### src/rtl/core/crp_div_cell.sv
module crp_div_cell (
    input  logic        clk,
    input  logic        en,
    input  logic [16:0] rem_in,
    input  logic [31:0] quo_in,
    input  logic [16:0] den_in,
    output logic [16:0] rem_out,
    output logic [31:0] quo_out,
    output logic [16:0] den_out
);
    logic [17:0] rem_shift;
    logic        ge;
    logic [17:0] rem_sub;
    logic [16:0] rem_next;

    // one restoring step, one quotient bit
    assign rem_shift = {rem_in, 1'b0};
    assign ge        = rem_shift >= {1'b0, den_in};
    assign rem_sub   = rem_shift - {1'b0, den_in};
    assign rem_next  = ge ? rem_sub[16:0] : rem_shift[16:0];

    always_ff @(posedge clk)
    begin
        if (en)
        begin
            rem_out <= rem_next;
            quo_out <= {quo_in[30:0], ge};
            den_out <= den_in;
        end
    end
endmodule

### config.mk
export PLATFORM = sky130hd
export DESIGN_NAME = crp_div_cell
export DESIGN_NICKNAME = d
export VERILOG_FILES = /design/src/rtl/core/crp_div_cell.sv
export SDC_FILE = /design/constraint.sdc
export NUM_CORES = 1
export LEC_CHECK = 0
export BUFFER_PORTS_ARGS = -buffer_cell sky130_fd_sc_hd__buf_2
export CORE_MARGIN = 3
export CORE_UTILIZATION = 48
export CTS_CLUSTER_DIAMETER = 120
export DETAILED_ROUTE_END_ITERATION = 10
export PLACE_DENSITY = 0.81
export SLEW_MARGIN = 10
export SYNTH_ARGS = -nofsm -noshare
export SYNTH_HDL_FRONTEND = slang
export SYNTH_SLANG_ARGS = --single-unit
### constraint.sdc
create_clock -name clk -period 5 [get_ports clk]
set_input_delay 0.5 -clock clk [delete_from_list [all_inputs] [get_ports clk]]
set_output_delay 0.5 -clock clk [all_outputs]
set_load 0.03 [all_outputs]
# Word-level counts from Yosys, hierarchy flattened
# Index checks and enable logic that the tools add are counted.
# classes
n_lt_le_gt_ge	1
mux	1
addsub	1
# ops
operator	count
$ge 18x17->1	1
$mux 17	1
$sub 17x17->17	1
# totals
output_inout_bits	66
ff_bits	66
elab_cells	7
input_bits	68

# Longest topological paths before layout
# logic_depth
depth_word	2
ltp_mapped	9
depth_no_buf	8

# Worst setup path before layout
# OpenSTA, ideal clock, no wires.
# synth_path
kind	input -> register
from	input rem_in[0]
to	register rem_out[10], data pin
setup_slack_ns	2.196
required_time_ns	4.740
setup_time_ns	0.260
arrival_time_ns	2.544
n_path_buf	1
path_stages	9
path_cell_list	inv_1 > fa_1 > and2b_1 > o2111ai_2 > a32oi_2 > a221oi_4 > o21ai_4 > buf_6 > mux2_4
# synth_via
elab_chain_len	2
word_cells_on_any_way	3
cone_classes	add/sub (1); order compare (1); mux (1)
# synth_lines
item	line_no	rtl
from (decl)	4	input logic [16:0] rem_in,
$ge 18x17->1	18	assign ge = rem_shift >= {1'b0, den_in};
named net ge	12	logic ge;
$mux 17	20	assign rem_next = ge ? rem_sub[16:0] : rem_shift[16:0];
named net rem_next[10]	14	logic [16:0] rem_next;
to (signal assigned)	26	rem_out <= rem_next;
to (decl)	7	output logic [16:0] rem_out,
# The timed path passes the listed nets, and every way through them passes these cells.
# A chain may end at the register's enable or synchronous reset.

# Worst setup path in the final report
# layout_path
from	input rem_in[0]
to	register rem_out[2], data pin
# layout_via
elab_chain_len	2
word_cells_on_any_way	3
cone_classes	add/sub (1); order compare (1); mux (1)
# layout_lines
item	line_no
$sub 17x17->17 or $ge 18x17->1 (tied branches)	19, 18
$mux 17 (*)	20
named net rem_next[2]	14
# The timed path passes the listed nets; every way through them passes the cells marked *.

==> results.cfg <==
[grt]
overflow = 0
grt_usage = 0.185
antenna_found_initial = 0
grt_pass1_vias = 2126
grt_max_degree = 67
grt_pass1_wl_um = 10500

[route]
ant_nets = 0
drt_iter0_markers = 98
vias_per_cell = 5.07
vias = 2216
route.met3.wl_um = 656
dr.max_layer_used = met4
drt_drc_violations_left = 0
dr.pass1.iters = 4
wl_met1_um = 2880
wl_per_cell_um = 16.2
wl_met2_um = 3440
totalWireLength_um = 7080

[final_layout]
drive_above_1_share = 0.461
area_growth_pct = 29.3
antennaDiodeCount = 0
final_nets = 443

[floorplanning]
die_w_um = 86.6
rows = 28
die_height_um = 86.6
boundaryPins = 134
die_area_um2 = 7500
core_um2 = 6100
start_util = 0.511

[synthesis]
yosysSeqAreaShare = 0.636
synth-edff-count = 66
synth_compound_area_frac = 0.120
synth.net_count = 300
synthCells = 214
synthArstFlopShare = 0
synthMuxAreaShare = 0.0558
synth_adder_area_share = 0.0747
ys_warn_count = 0
yosys.area_share.xor_xnor = 0.0309
synth_top_family_by_area = compound AO/OA/AOI/OAI gates
synth_simple_gate_area_share = 0.0530
synth_ff_type = edfxtp_1
avgSynthCellArea_um2 = 14.6
synth_seq_cells = 66
syn_area_um2 = 3120
yosysUniqueCellTypes = 43

[worst_hold_path]
worstHoldStart = quo_in[15]
min_delay_worst_endpoint = quo_out[16]$_DFFE_PP_
hold_depth = 1
hold_path.class = in2reg

[setup_path]
crit_buf_inv = 2
crit_required_ns = 5.09
critPathKind = in2reg
cp_max_fo = 17
cp_data_arrival_time_ns = 3.01
cpPeakStageDelay_ns = 0.55
cp-start-kind = primary input
crit_family = compound AO/OA/AOI/OAI gates
end_kind = register
cp_cell_sequence = buf_2 -> inv_1 -> fa_1 -> and2b_1 -> o2111ai_2 -> a32oi_2 -> a221oi_4 -> o21ai_4 -> mux2_2
cp_slowest_cell = o21ai_4

[cts]
cts_setup_buffers = 0
hold_buffers = 0
cts_sinks = 66
cts_buffer_depth = 2
cts_made_buffers = 9
clockRootBuffer = clkbuf_8
clk_pin_slew_ns = 0.07
htreeDepth = 3
cts_tree = built
ctsResizeCount = 0

[sta]
slew_headroom = 0.463
post-route-period-util = 0.584
rsz0062_at_grt = false
drv_slew = 0
fin_tns_setup_ns = 0
worst_pin_slew_ns = 0.806
fmax_ghz = 0.342
setup_viol = 0
timing.final.ws_setup_ns = 2.08
hold_viol_final = 0
fin_crit_ns = 2.92

[power]
power_density_nw_per_um2 = 354
leakage_uw = 0.00183
p_total_uw = 1430
ir_drop_mv = 0.205

[placement]
dp_hpwl_um = 5360
place_worst_setup_slack_ns = 1.71
gp_congestion = 0.833
port_buffers = 132

[outcome]
status = completed

[run]
maxCapViolCount = 0
[worst max-delay path by stage]
stage	cells after the start	slack, ns	start	to
4_1_cts	9	2.06	rem_in[0]	rem_out[2]$_DFFE_PP_
2_1_floorplan	9	2.20	rem_in[0]	rem_out[10]$_DFFE_PP_
6_report	9	2.08	rem_in[0]	rem_out[2]$_DFFE_PP_
3_5_place_dp	9	1.71	rem_in[0]	rem_out[2]$_DFFE_PP_
5_1_grt	9	1.94	rem_in[0]	rem_out[3]$_DFFE_PP_
3_3_place_gp	9	1.73	rem_in[0]	rem_out[4]$_DFFE_PP_
[cell type report]
class / instances / area [um2]
clock inverters: 6 / 33.8
multi-input cells: 125 / 1040
inverters: 22 / 82.6
flip-flops and latches: 66 / 1980
well taps: 75 / 93.8
fillers: 454 / 2070
repair buffers: 133 / 668
clock buffers: 10 / 128
[sequential cells by signal, indices dropped and copies added, names as in the netlist]
signal	count
quo_out	32
den_out	17
rem_out	17
[through the flow]
stage,utilization,area [um2],hold WS (ns),std cells
floorplan,-,3120,0.599,214
global placement,0.634,3870,0.677,421
detailed placement,0.634,3870,0.679,421
CTS,0.661,4030,0.328,437
global route,0.661,4030,0.320,437
finish,0.661,4030,0.336,437
[placed cells by master (no fill, tap or decap), types with 3 or more instances in the layout]
cell	n
inv_1	22
nand2b_1	4
ha_1	17
a21oi_1	11
o21ai_0	6
clkinv_2	3
nor2_1	9
nand2_1	10
o211ai_1	3
mux2_4	5
mux2_2	7
a21o_1	7
clkbuf_8	9
xnor2_1	4
o21a_1	4
xor2_1	7
buf_2	132
edfxtp_1	66
[metal layers]
layer / vias up / GRT usage
met5: - / 0
met4: 0 / 0.0737
met3: 10 / 0.0608
met2: 97 / 0.307
met1: 1016 / 0.222
li1: 1093 / -
[cells in the mapped netlist (2+ instances only)]
master | number | area [um2]
o21ai_0 | 6 | 30.0
ha_1 | 17 | 213
mux2_2 | 7 | 78.8
a21oi_1 | 11 | 55.1
inv_1 | 22 | 82.6
nand2b_1 | 4 | 25.0
o211ai_1 | 3 | 22.5
xnor2_1 | 4 | 35.0
edfxtp_1 | 66 | 1980
xor2_1 | 7 | 61.3
nor3_1 | 2 | 10.0
a21o_1 | 7 | 52.6
mux2i_1 | 2 | 20.0
nand2_1 | 10 | 37.5
mux2_4 | 5 | 75.1
a211o_1 | 2 | 17.5
nand3_1 | 2 | 10.0
nor2_1 | 9 | 33.8
o21a_1 | 4 | 30.0
[power by group]
group,internal (uW),switching [uW]
logic,129,228
registers,675,13.3
clock network,176,205
total,979,446
[cell families after synthesis]
kind of cell,count (synthesis)
fa+ha+maj,18
xor+xnor,11
simple gates,34
mux,14
flops,66
compound gates,48
buf+inv,23
Power figures use the tool's default switching activity.
