--- src/rtl/core/crp_log_cell.sv ---
module crp_log_cell (
    input  logic        clk,
    input  logic        en,
    input  logic [31:0] mant_in,
    input  logic [31:0] frac_in,
    input  logic [4:0]  top_in,
    output logic [31:0] mant_out,
    output logic [31:0] frac_out,
    output logic [4:0]  top_out
);
    logic [63:0] sq;
    logic [32:0] sq_q;
    logic        bit_set;

    // square the Q1.31 mantissa, one fraction bit of the log
    assign sq      = {32'd0, mant_in} * {32'd0, mant_in};
    assign sq_q    = sq[63:31];
    assign bit_set = sq_q[32];

    always_ff @(posedge clk)
    begin
        if (en)
        begin
            mant_out <= bit_set ? sq_q[32:1] : sq_q[31:0];
            frac_out <= {frac_in[30:0], bit_set};
            top_out  <= top_in;
        end
    end
endmodule

--- config.mk ---
export PLATFORM = sky130hd
export DESIGN_NAME = crp_log_cell
export DESIGN_NICKNAME = d
export VERILOG_FILES = /design/src/rtl/core/crp_log_cell.sv
export SDC_FILE = /design/constraint.sdc
export NUM_CORES = 2
export LEC_CHECK = 0
export ABC_AREA = 0
export BUFFER_PORTS_ARGS = -buffer_cell sky130_fd_sc_hd__buf_2
export CAP_MARGIN = 20
export CORE_MARGIN = 5
export CORE_UTILIZATION = 40
export CTS_CLUSTER_SIZE = 12
export DETAILED_ROUTE_END_ITERATION = 10
export PLACE_DENSITY = 0.62
export SLEW_MARGIN = 20
export SYNTH_ARGS = -nofsm -noshare
export SYNTH_HDL_FRONTEND = slang
export SYNTH_SLANG_ARGS = --single-unit
--- constraint.sdc ---
create_clock -name clk -period 13.9 [get_ports clk]
set_input_delay 2.78 -clock clk [delete_from_list [all_inputs] [get_ports clk]]
set_output_delay 2.78 -clock clk [all_outputs]
set_load 0.1 [all_outputs]
# After elaboration in Yosys (flattened, before gate mapping)
# Index checks and enable logic that the tools add are counted.
[word_totals] reg_bits=69 wordCells=6 output_inout_bits=69 in_bits=71
[op_classes] n_mux=1 n_mul=1
[ops] op="$mul A32 B32 Y64" n=1
[ops] op="$mux W31" n=1

# Depth between registers and ports, before layout
[logic_depth] depth_word=2 depth_mapped=32 ltp_nobuf=27

# Least setup slack after synthesis
# No wires, ideal clock.
[synth_timing] path_kind="input port to flip-flop" startpoint="input mant_in[14]" endpoint="register mant_out[10], data pin" t_required_ps=13640 stages=30 n_path_buf=5 t_arrival_ps=10157 setup_slack_ps=3482 cell_sequence="clkbuf_1 clkbuf_1 nand2_1 fa_1 inv_1 fa_1 inv_1 fa_1 fa_1 inv_1 fa_1 inv_1 fa_1 inv_1 fa_1 fa_1 ha_1 nand4_1 nor3_2 o211ai_1 a21oi_2 nor4_1 or2_1 buf_6 o41a_1 a21o_1 and2_4 buf_6 buf_8 mux2_4"
[synth_between] elab_chain_len=2
[synth_lines] element="start, declared" line="4" source="input logic [31:0] mant_in,"
[synth_lines] element="$mul A32 B32 Y64" line="16" source="assign sq = {32'd0, mant_in} * {32'd0, mant_in};"
[synth_lines] element="$mux W31" line="24" source="mant_out <= bit_set ? sq_q[32:1] : sq_q[31:0];"
[synth_lines] element="end signal, assigned" line="24"
[synth_lines] element="end, declared" line="7" source="output logic [31:0] mant_out,"
# No other way between the ends.
# A chain may end at the register's enable or synchronous reset.

# Final worst setup path
[layout_timing] startpoint="input mant_in[6]" endpoint="register mant_out[3], data pin"
# The elaborated chain is that of the path after synthesis.

==> results.toml <==
[yosys]
seq_area_frac_synth_pct = 6.54
yosysUniqueCellTypes = 63
syn_inst = 3257
async_reset_ff_share_pct = 0
synth.net_count = 4419
synth_edf_count = 69
ys_ff_latch = 69
synth_flop_cell = "edfxtp_1"
avgSynthCellArea_um2 = 9.72
yosysWarnings = 0
syn-cell-area_um2 = 31700

[sta]
post-route-period-util_pct = 84.5
drv_slew = 0
maxSlewHeadroom_pct = 32.1
setup_violations = 0
fmax_mhz = 85.2
tightest_slew_ns = 1.02
setup_tns_ns = 0
rsz0062_at_grt = "no"
final-hold-violation-count = 0
fin_crit_ns = 11.74

[cts]
numCtsBuffers = 9
htreeDepth = 3
cts_buffer_depth = 2
holdBufCountCts = 0
cts_tree = "done"
postCtsSetupRepairBufs = 0
clkSlewWorstSetupHoldPaths_ns = 0.05
cts_resized = 0
cts_root_buffer = "clkbuf_16"
cts_num_sinks = 69

[drt]
viasPerCell = 4.85
drc_errors = 0
firstDrtPassIters = 5
routedWlPerCell_um = 17.8
antenna_left = 0
routed-via-count = 21131
wirelength_um = 77700
drtIter0Drc = 1018

[cells_and_area]
n_fill_cell = 7777
regArea_um2 = 2070
nets = 4468
post_route_cells_drive_above_1_share_pct = 6.59
multiInputGateArea_um2 = 25400
areaGrowthSynthToFinish_pct = 6.12

[place]
dp_hpwl_um = 64500
portBuffers = 138
gp_congestion = 0.884

[setup_path]
crit_type = "in2reg"
worstPathRequired_ns = 13.96
crit_top_cell = "fa_1"
path_delay_family = "adder cells"
arrival_ns = 11.81
cp_slowest_cell = "buf_2"
path_cells = "buf_2 -> inv_1 -> nor2_1 -> fa_1 -> fa_1 -> fa_1 -> inv_1 -> fa_1 -> inv_1 -> fa_1 -> fa_1 -> fa_1 -> fa_1 -> ha_1 -> nand4_2 -> nor2_1 -> a211oi_1 -> o31ai_2 -> nor4_1 -> or2_1 -> o41a_1 -> nand3_1 -> and2_4 -> mux2_2"
cp-end-kind = "register"
critPathBufInv = 4
crit_path_max_incr_delay_ns = 0.71
startpoint_type = "primary input"
worst-path-max-fanout = 33

[grt]
grt_pass1_wl_um = 126000
overflow = 0
grt_max_degree = 64
grt_antenna_before_repair = 1
grt_pass1_vias = 22974
grtUsageTotal_pct = 18.8

[floorplan]
row_count = 103
initial_core_util_pct = 40.2
core_um2 = 78700
die_w_um = 291
dieHeight_um = 291
die_area_um2 = 84900
io_pins = 140

[worst_hold_path]
worstHoldPathType = "in2reg"

[job]
maxCapViolCount = 0

[status]
status = "finished, final reports clean"
[cell usage after synthesis, types with 16 or more instances]
library cell	count	area [µm²]
inv_1	977	3670
nor2_1	53	199
xnor2_1	39	342
a21oi_1	69	345
clkbuf_1	118	443
ha_1	300	3750
xor2_1	40	350
a31oi_1	18	113
edfxtp_1	69	2070
and2_1	228	1430
o21ai_0	37	185
mux2_4	16	240
fa_1	791	15800
a21o_1	38	285
nand2_1	283	1060
nand4_1	19	119
[cell families after synthesis]
family | synth area share, %
buffers and inverters | 13.2
muxes | 1.31
adders and majority gates | 61.9
xor gates and xnor gates | 2.19
and+or+nand+nor | 10.2
AOI/OAI and AO/OA | 4.68
DFF | 6.54
[cells in the final DEF, fill, tap and decap left out, types with 5 or more instances in the layout]
| cell type | Yosys | routed |
|---|---|---|
| a211o_1 | 6 | 6 |
| a211oi_1 | 5 | 5 |
| a21o_1 | 38 | 38 |
| a21oi_1 | 69 | 69 |
| a31o_2 | 12 | 12 |
| a31oi_1 | 18 | 18 |
| and2_1 | 228 | 228 |
| and3_1 | 8 | 8 |
| buf_2 | 1 | 138 |
| buf_4 | 1 | 26 |
| clkbuf_16 | 0 | 9 |
| clkinv_1 | 1 | 6 |
| edfxtp_1 | 69 | 69 |
| fa_1 | 791 | 791 |
| ha_1 | 300 | 300 |
| inv_1 | 977 | 977 |
| mux2_4 | 16 | 16 |
| mux2i_1 | 13 | 13 |
| nand2_1 | 283 | 283 |
| nand2b_1 | 6 | 6 |
| nand3_1 | 13 | 13 |
| nand4_1 | 19 | 19 |
| nor2_1 | 53 | 53 |
| nor2b_1 | 11 | 11 |
| nor3_1 | 10 | 10 |
| o211ai_1 | 5 | 5 |
| o21a_1 | 5 | 5 |
| o21ai_0 | 37 | 37 |
| o21bai_1 | 9 | 9 |
| or2_2 | 7 | 7 |
| xnor2_1 | 39 | 39 |
| xor2_1 | 40 | 40 |
[per-stage QoR]
stage	worst slack [ns]	util (%)	cell area (µm²)	hold slack (ns)	std cells
4_1_cts	2.21	42.7	33600	2.62	4360
6_report	2.16	42.7	33600	2.64	4361
3_3_place_gp	1.93	42.3	33300	2.96	4345
3_5_place_dp	1.89	42.3	33300	2.96	4345
5_1_grt	1.79	42.7	33600	2.62	4360
2_1_floorplan	3.48	-	31700	2.88	3257
[final cells by class]
class / count / share of cell area [%]
inverter: 978 / 10.9
tap: 1050 / 3.91
multi-input combinational: 2084 / 75.6
clock buffer: 10 / 0.682
antenna: 1 / 0.00745
timing repair buffer: 164 / 2.64
sequential: 69 / 6.17
clock inverter: 5 / 0.0559
[flip-flops by register name (all words and copies together) (netlist names)]
| signal | flops |
|---|---|
| top_out | 5 |
| mant_out | 32 |
| frac_out | 32 |
[worst paths after layout]
path | from | to | slack [ns] | cells after the start
setup / recovery | mant_in[6] | mant_out[3] | 2.16 | 24
hold / removal | frac_in[9] | frac_out[10] | 2.64 | 1
[layer usage]
metal | global-route usage (%) | part of all wire (%) | up-vias
met4 | 3.93 | 2.8 | 0
met5 | 0 | 0 | -
met1 | 25.4 | 42 | 10838
met2 | 32.3 | 50 | 516
met3 | 3.05 | 5.9 | 116
li1 | - | - | 9661
Power is left out: the tool's default activity adds up to more than one toggle a clock period on the data nets, which glitch-free logic cannot reach.
