[config.mk]
export PLATFORM = sky130hd
export DESIGN_NAME = crp_exp_cell
export DESIGN_NICKNAME = d
export VERILOG_FILES = /design/src/rtl/core/crp_exp_cell.sv
export SDC_FILE = /design/constraint.sdc
export NUM_CORES = 2
export LEC_CHECK = 0
export BUFFER_PORTS_ARGS = -buffer_cell sky130_fd_sc_hd__buf_4
export CORE_MARGIN = 2
export CORE_UTILIZATION = 30
export DETAILED_ROUTE_END_ITERATION = 7
export GPL_TIMING_DRIVEN = 0
export SYNTH_ARGS = -nofsm -noshare
export SYNTH_HDL_FRONTEND = slang
export SYNTH_SLANG_ARGS = --single-unit
[constraint.sdc]
create_clock -name clk -period 7.16 [get_ports clk]
set_input_delay 0 -clock clk [delete_from_list [all_inputs] [get_ports clk]]
set_output_delay 0 -clock clk [all_outputs]
set_load 0.02 [all_outputs]
[src/rtl/core/crp_exp_cell.sv]
module crp_exp_cell (
    input  logic        clk,
    input  logic        en,
    input  logic [31:0] root,
    input  logic [32:0] prod_in,
    input  logic [31:0] frac_in,
    input  logic [10:0] ip_in,
    output logic [32:0] prod_out,
    output logic [31:0] frac_out,
    output logic [10:0] ip_out
);
    logic [64:0] mul;

    // multiply in this cell's root factor when its fraction bit is set
    assign mul = {32'd0, prod_in} * {33'd0, root};

    always_ff @(posedge clk)
    begin
        if (en)
        begin
            prod_out <= frac_in[31] ? mul[64:32] : prod_in;
            frac_out <= {frac_in[30:0], 1'b0};
            ip_out   <= ip_in;
        end
    end
endmodule

Yosys cells after proc, flatten, opt, wreduce, memory -nomap -nowiden --
Cells that the tools add are included. W data, S select, Z words.
Word-level totals: bits in registers 75, bits of input ports 110, output and inout port bits 76, logic and storage cells 5
Operators by class: multipliers 1, muxes and demuxes 1
Operators by type and width (count):
- $mul A33 B32 Y65 | 1
- $mux W33 | 1

Logic depth before layout (Yosys ltp) --
depth after elaboration 2, depth in mapped cells 28

Worst setup path before layout --
No wires, ideal clock.
kind in2reg, start input root[2], end register prod_out[32] (data pin), library setup time 0.266 ns, arrival time 6.626 ns, data required time 6.894 ns, setup slack 0.268 ns, cell stages on the path 23, path buffers 2, cell sequence clkbuf_1 -> nand2_1 -> fa_1 -> inv_1 -> fa_1 -> inv_1 -> fa_1 -> fa_1 -> inv_1 -> fa_1 -> fa_1 -> fa_1 -> fa_1 -> ha_1 -> clkbuf_1 -> nand4_1 -> a2111oi_4 -> o31a_2 -> o21ai_2 -> a21o_1 -> a2111oi_4 -> nor3_1 -> or3b_1
On the way: longest elaborated chain between the ends 2
Ends and longest elaborated chain:
- start, declared | RTL line 4 | input logic [31:0] root,
- $mul A33 B32 Y65 | RTL line 15 | assign mul = {32'd0, prod_in} * {33'd0, root};
- $mux W33 | RTL line 21 | prod_out <= frac_in[31] ? mul[64:32] : prod_in;
- end signal, assigned | RTL line 21
- end, declared | RTL line 8 | output logic [32:0] prod_out,
Every way passes these cells. A chain may end at the register's enable or synchronous reset.

Worst setup path in the final report --
start input root[16], end register prod_out[32] (data pin)
The elaborated chain is that of the path after synthesis.

==> impl_metrics.yaml <==
status:
  outcome: "finished, violations left"
  violations: "negative setup slack"
global_routing:
  met3_usage_pct: 7.691
  grt_pass1_wl_um: 208800
  track_usage_pct: 23.81
  grt_pass1_vias: 30930
  grt_max_degree: 76
  grt_antenna_before_repair: 21
  met1_usage_pct: 30.54
  busiest_layer: "met2"
  gr-total-overflow: 0
  grt_use_met2_pct: 36.00
yosys:
  synth_seq_cells: 75
  syn_area_mm2: 0.03582
  synth_edf_count: 75
  ys.warnings.count: 0
  ys_types: 65
  syn_nets: 5095
  synth_compound_area_share_pct: 3.294
  synthArstFlopShare_pct: 0
  seq_area_frac_synth_pct: 6.288
  syn_avg_cell_area_um2: 9.429
  synth_top_family_by_area: "adder cells"
  synthCells: 3799
  synth-xor-area-share_pct: 0.7580
  yosys_most_used_dff: "edfxtp_1"
  yosys.area_share.simple_pct: 16.15
  synthAdderAreaFrac_pct: 60.81
  synth.area.mux_share_pct: 0.7859
drt:
  antenna_left: 0
  drc: 0
  wl_per_cell_um: 25.29
  first_iter_violations: 3101
  wirelength_um: 144000
  vias_per_cell: 5.090
  vias: 28990
  drtPass1Iterations: 6
sta:
  period_share_pct: 101.8
  drv_slew: 0
  worst_slew_pin_slew_ns: 1.057
  relSlewSlack_pct: 29.50
  max_freq_mhz: 137.1
  post-route-worst-setup-slack_ns: -0.1316
  hold_violations: 0
  fin_crit_ns: 7.292
  finalSetupViolations: 3
  rsz0062_at_grt: "yes"
critical_path:
  crit_cells: 23
  end_kind: "flop"
  worst-path-buf-inv: 4
  critPathMaxStageDelay_ns: 0.57
  startpoint_type: "input port"
  worstSetupPathType: "in2reg"
  critPathMaxFanout: 10
  cp.required_ns: 7.26
  crit_end: "prod_out[32]"
  cp-startpoint: "root[16]"
  cp_slowest_cell: "fa_1"
  cp_data_arrival_time_ns: 7.39
  cpMostUsedCell: "fa_1"
  worstPathCellList: "buf_4, clkbuf_16, and2_1, fa_1, fa_1, inv_1, fa_1, fa_1, inv_1, fa_1, fa_1, fa_1, fa_1, ha_4, nand2_2, nor4_4, o211a_4, o31a_4, o21ai_4, a21o_1, a2111oi_4, nor3_1, or3b_4"
  crit_family: "adder cells"
layout:
  fin_area_mm2: 0.04434
  final_cells: 5695
  fill_cells: 11780
  area_growth_pct: 23.78
  drive_gt1_share_pct: 16.24
  final_nets: 5435
floorplan:
  row_count: 126
  die_w_um: 349.5
  pin_count: 186
  dieArea_mm2: 0.1222
  die-height_um: 349.5
  start_util_pct: 30.29
  core_mm2: 0.1182
clock_network:
  cts_made_buffers: 9
  cts_sinks: 75
  cts_tree: "done"
  path_clk_slew_ns: 0.07
  clock-root-buffer: "clkbuf_16"
  cts_buffer_depth: 2
  h-tree-depth: 3
placed_design:
  post-dp-hpwl_um: 114200
  place_congestion: 0.9987
  place_area_mm2: 0.03912
  dpl.cell_count: 5518
  io_buffers: 183
job:
  cap_violations: 0
worst_hold_path:
  min_path_type: "in2reg"
  whs_path_depth: 2
==> flip-flops by register name, indices dropped and copies added, names as in the netlist <==
| name | flops |
|---|---|
| prod_out | 33 |
| ip_out | 11 |
| frac_out | 31 |
==> placed cells by master, fill, tap and decap left out, types with 18 or more instances in the layout <==
cell type,Yosys,routed
a21oi_1,50,40
nand2_1,609,607
clkbuf_16,0,80
dlygate4sd3_1,0,44
buf_12,0,25
clkbuf_4,0,37
clkbuf_1,202,18
edfxtp_1,75,75
o21ai_0,25,18
and2_1,482,459
ha_1,261,240
ha_4,0,18
a21o_1,34,33
nor2_1,25,20
buf_4,2,233
inv_1,924,909
clkbuf_8,0,58
buf_6,0,29
fa_1,925,885
and2_4,1,24
mux2_2,25,24
fa_2,0,40
==> metal layers <==
layer | wire [um] | up-vias
li1 | - | 11710
met2 | 61650 | 1986
met5 | 86 | -
met1 | 53460 | 14800
met4 | 9213 | 12
met3 | 19610 | 476
==> cell type report <==
class,instances,area (um^2),share of cell area (%)
Antenna cell,15,37.54,0.08466
Buffer,204,3102,6.996
Clock buffer,9,225.2,0.5080
Clock inverter,7,98.84,0.2229
Inverter,924,3468,7.823
Multi-Input combinational cell,2591,30110,67.90
Sequential cell,75,2252,5.080
Tap cell,1536,1922,4.335
Timing Repair Buffer,334,3126,7.049
==> per-stage QoR <==
step / TNS, ns / hold slack (ns) / setup WS [ns] / utilization [%]
floorplan: 0 / 0.09887 / 0.2679 / -
global placement: -49.81 / 0.1779 / -2.036 / 33.08
detailed placement: -50.72 / 0.1792 / -2.060 / 33.08
CTS: -0.1327 / 0.0003569 / -0.05361 / 37.13
global route: -1.139 / 0.002438 / -0.2994 / 37.47
finish: -0.2055 / 0.02010 / -0.1316 / 37.50
==> worst min-delay path by stage <==
stage,from,end
3_3_place_gp,frac_in[28],frac_out[29]
4_1_cts,prod_in[16],prod_out[16]
5_1_grt,prod_in[0],prod_out[0]
6_report,prod_in[0],prod_out[0]
2_1_floorplan,frac_in[9],frac_out[10]
3_5_place_dp,frac_in[29],frac_out[30]
==> cells by family (layout without fill, tap and decap cells) <==
| family | count (synthesis) | count (layout) |
|---|---|---|
| DFF | 75 | 75 |
| buffers and inverters | 1133 | 1478 |
| xor gates and xnor gates | 31 | 31 |
| adders and majority gates | 1186 | 1186 |
| and+or+nand+nor | 1177 | 1177 |
| AOI/OAI and AO/OA | 171 | 171 |
| other | 1 | 16 |
| muxes | 25 | 25 |
==> timing repair <==
| item | CTS | global route |
|---|---|---|
| gates cloned | 7 | 1 |
| hold endpoints to repair | 44 | 0 |
| hold buffers | 44 | 0 |
| setup buffers | 90 | 9 |
| endpoints found under the setup margin | 33 | 25 |
| resized for setup | 787 | 89 |
| pin swaps | 121 | 61 |
==> synthesized netlist by cell type, types with 3 or more instances <==
cell       number  share of area (%)
fa_1          925                 52
inv_1         924                9.7
nand2_1       609                6.4
and2_1        482                8.4
ha_1          261                9.1
clkbuf_1      202                2.1
edfxtp_1       75                6.3
a21oi_1        50               0.70
a21o_1         34               0.71
mux2_2         25               0.79
nor2_1         25               0.26
o21ai_0        25               0.35
nand4_1        17               0.30
xor2_1         17               0.42
nand3_1        14               0.20
xnor2_1        14               0.34
nor3_1          7              0.098
o21a_1          6               0.13
a31oi_1         5              0.087
and3_1          4              0.070
buf_1           4              0.042
o21bai_1        4              0.084
o311ai_0        4              0.098
a211o_1         3              0.073
nor2b_1         3              0.052
o2111ai_1       3              0.073
o22ai_1         3              0.052
o31ai_1         3              0.063
Power is left out: the tool's default activity adds up to more than one toggle a clock period on the data nets, which glitch-free logic cannot reach.
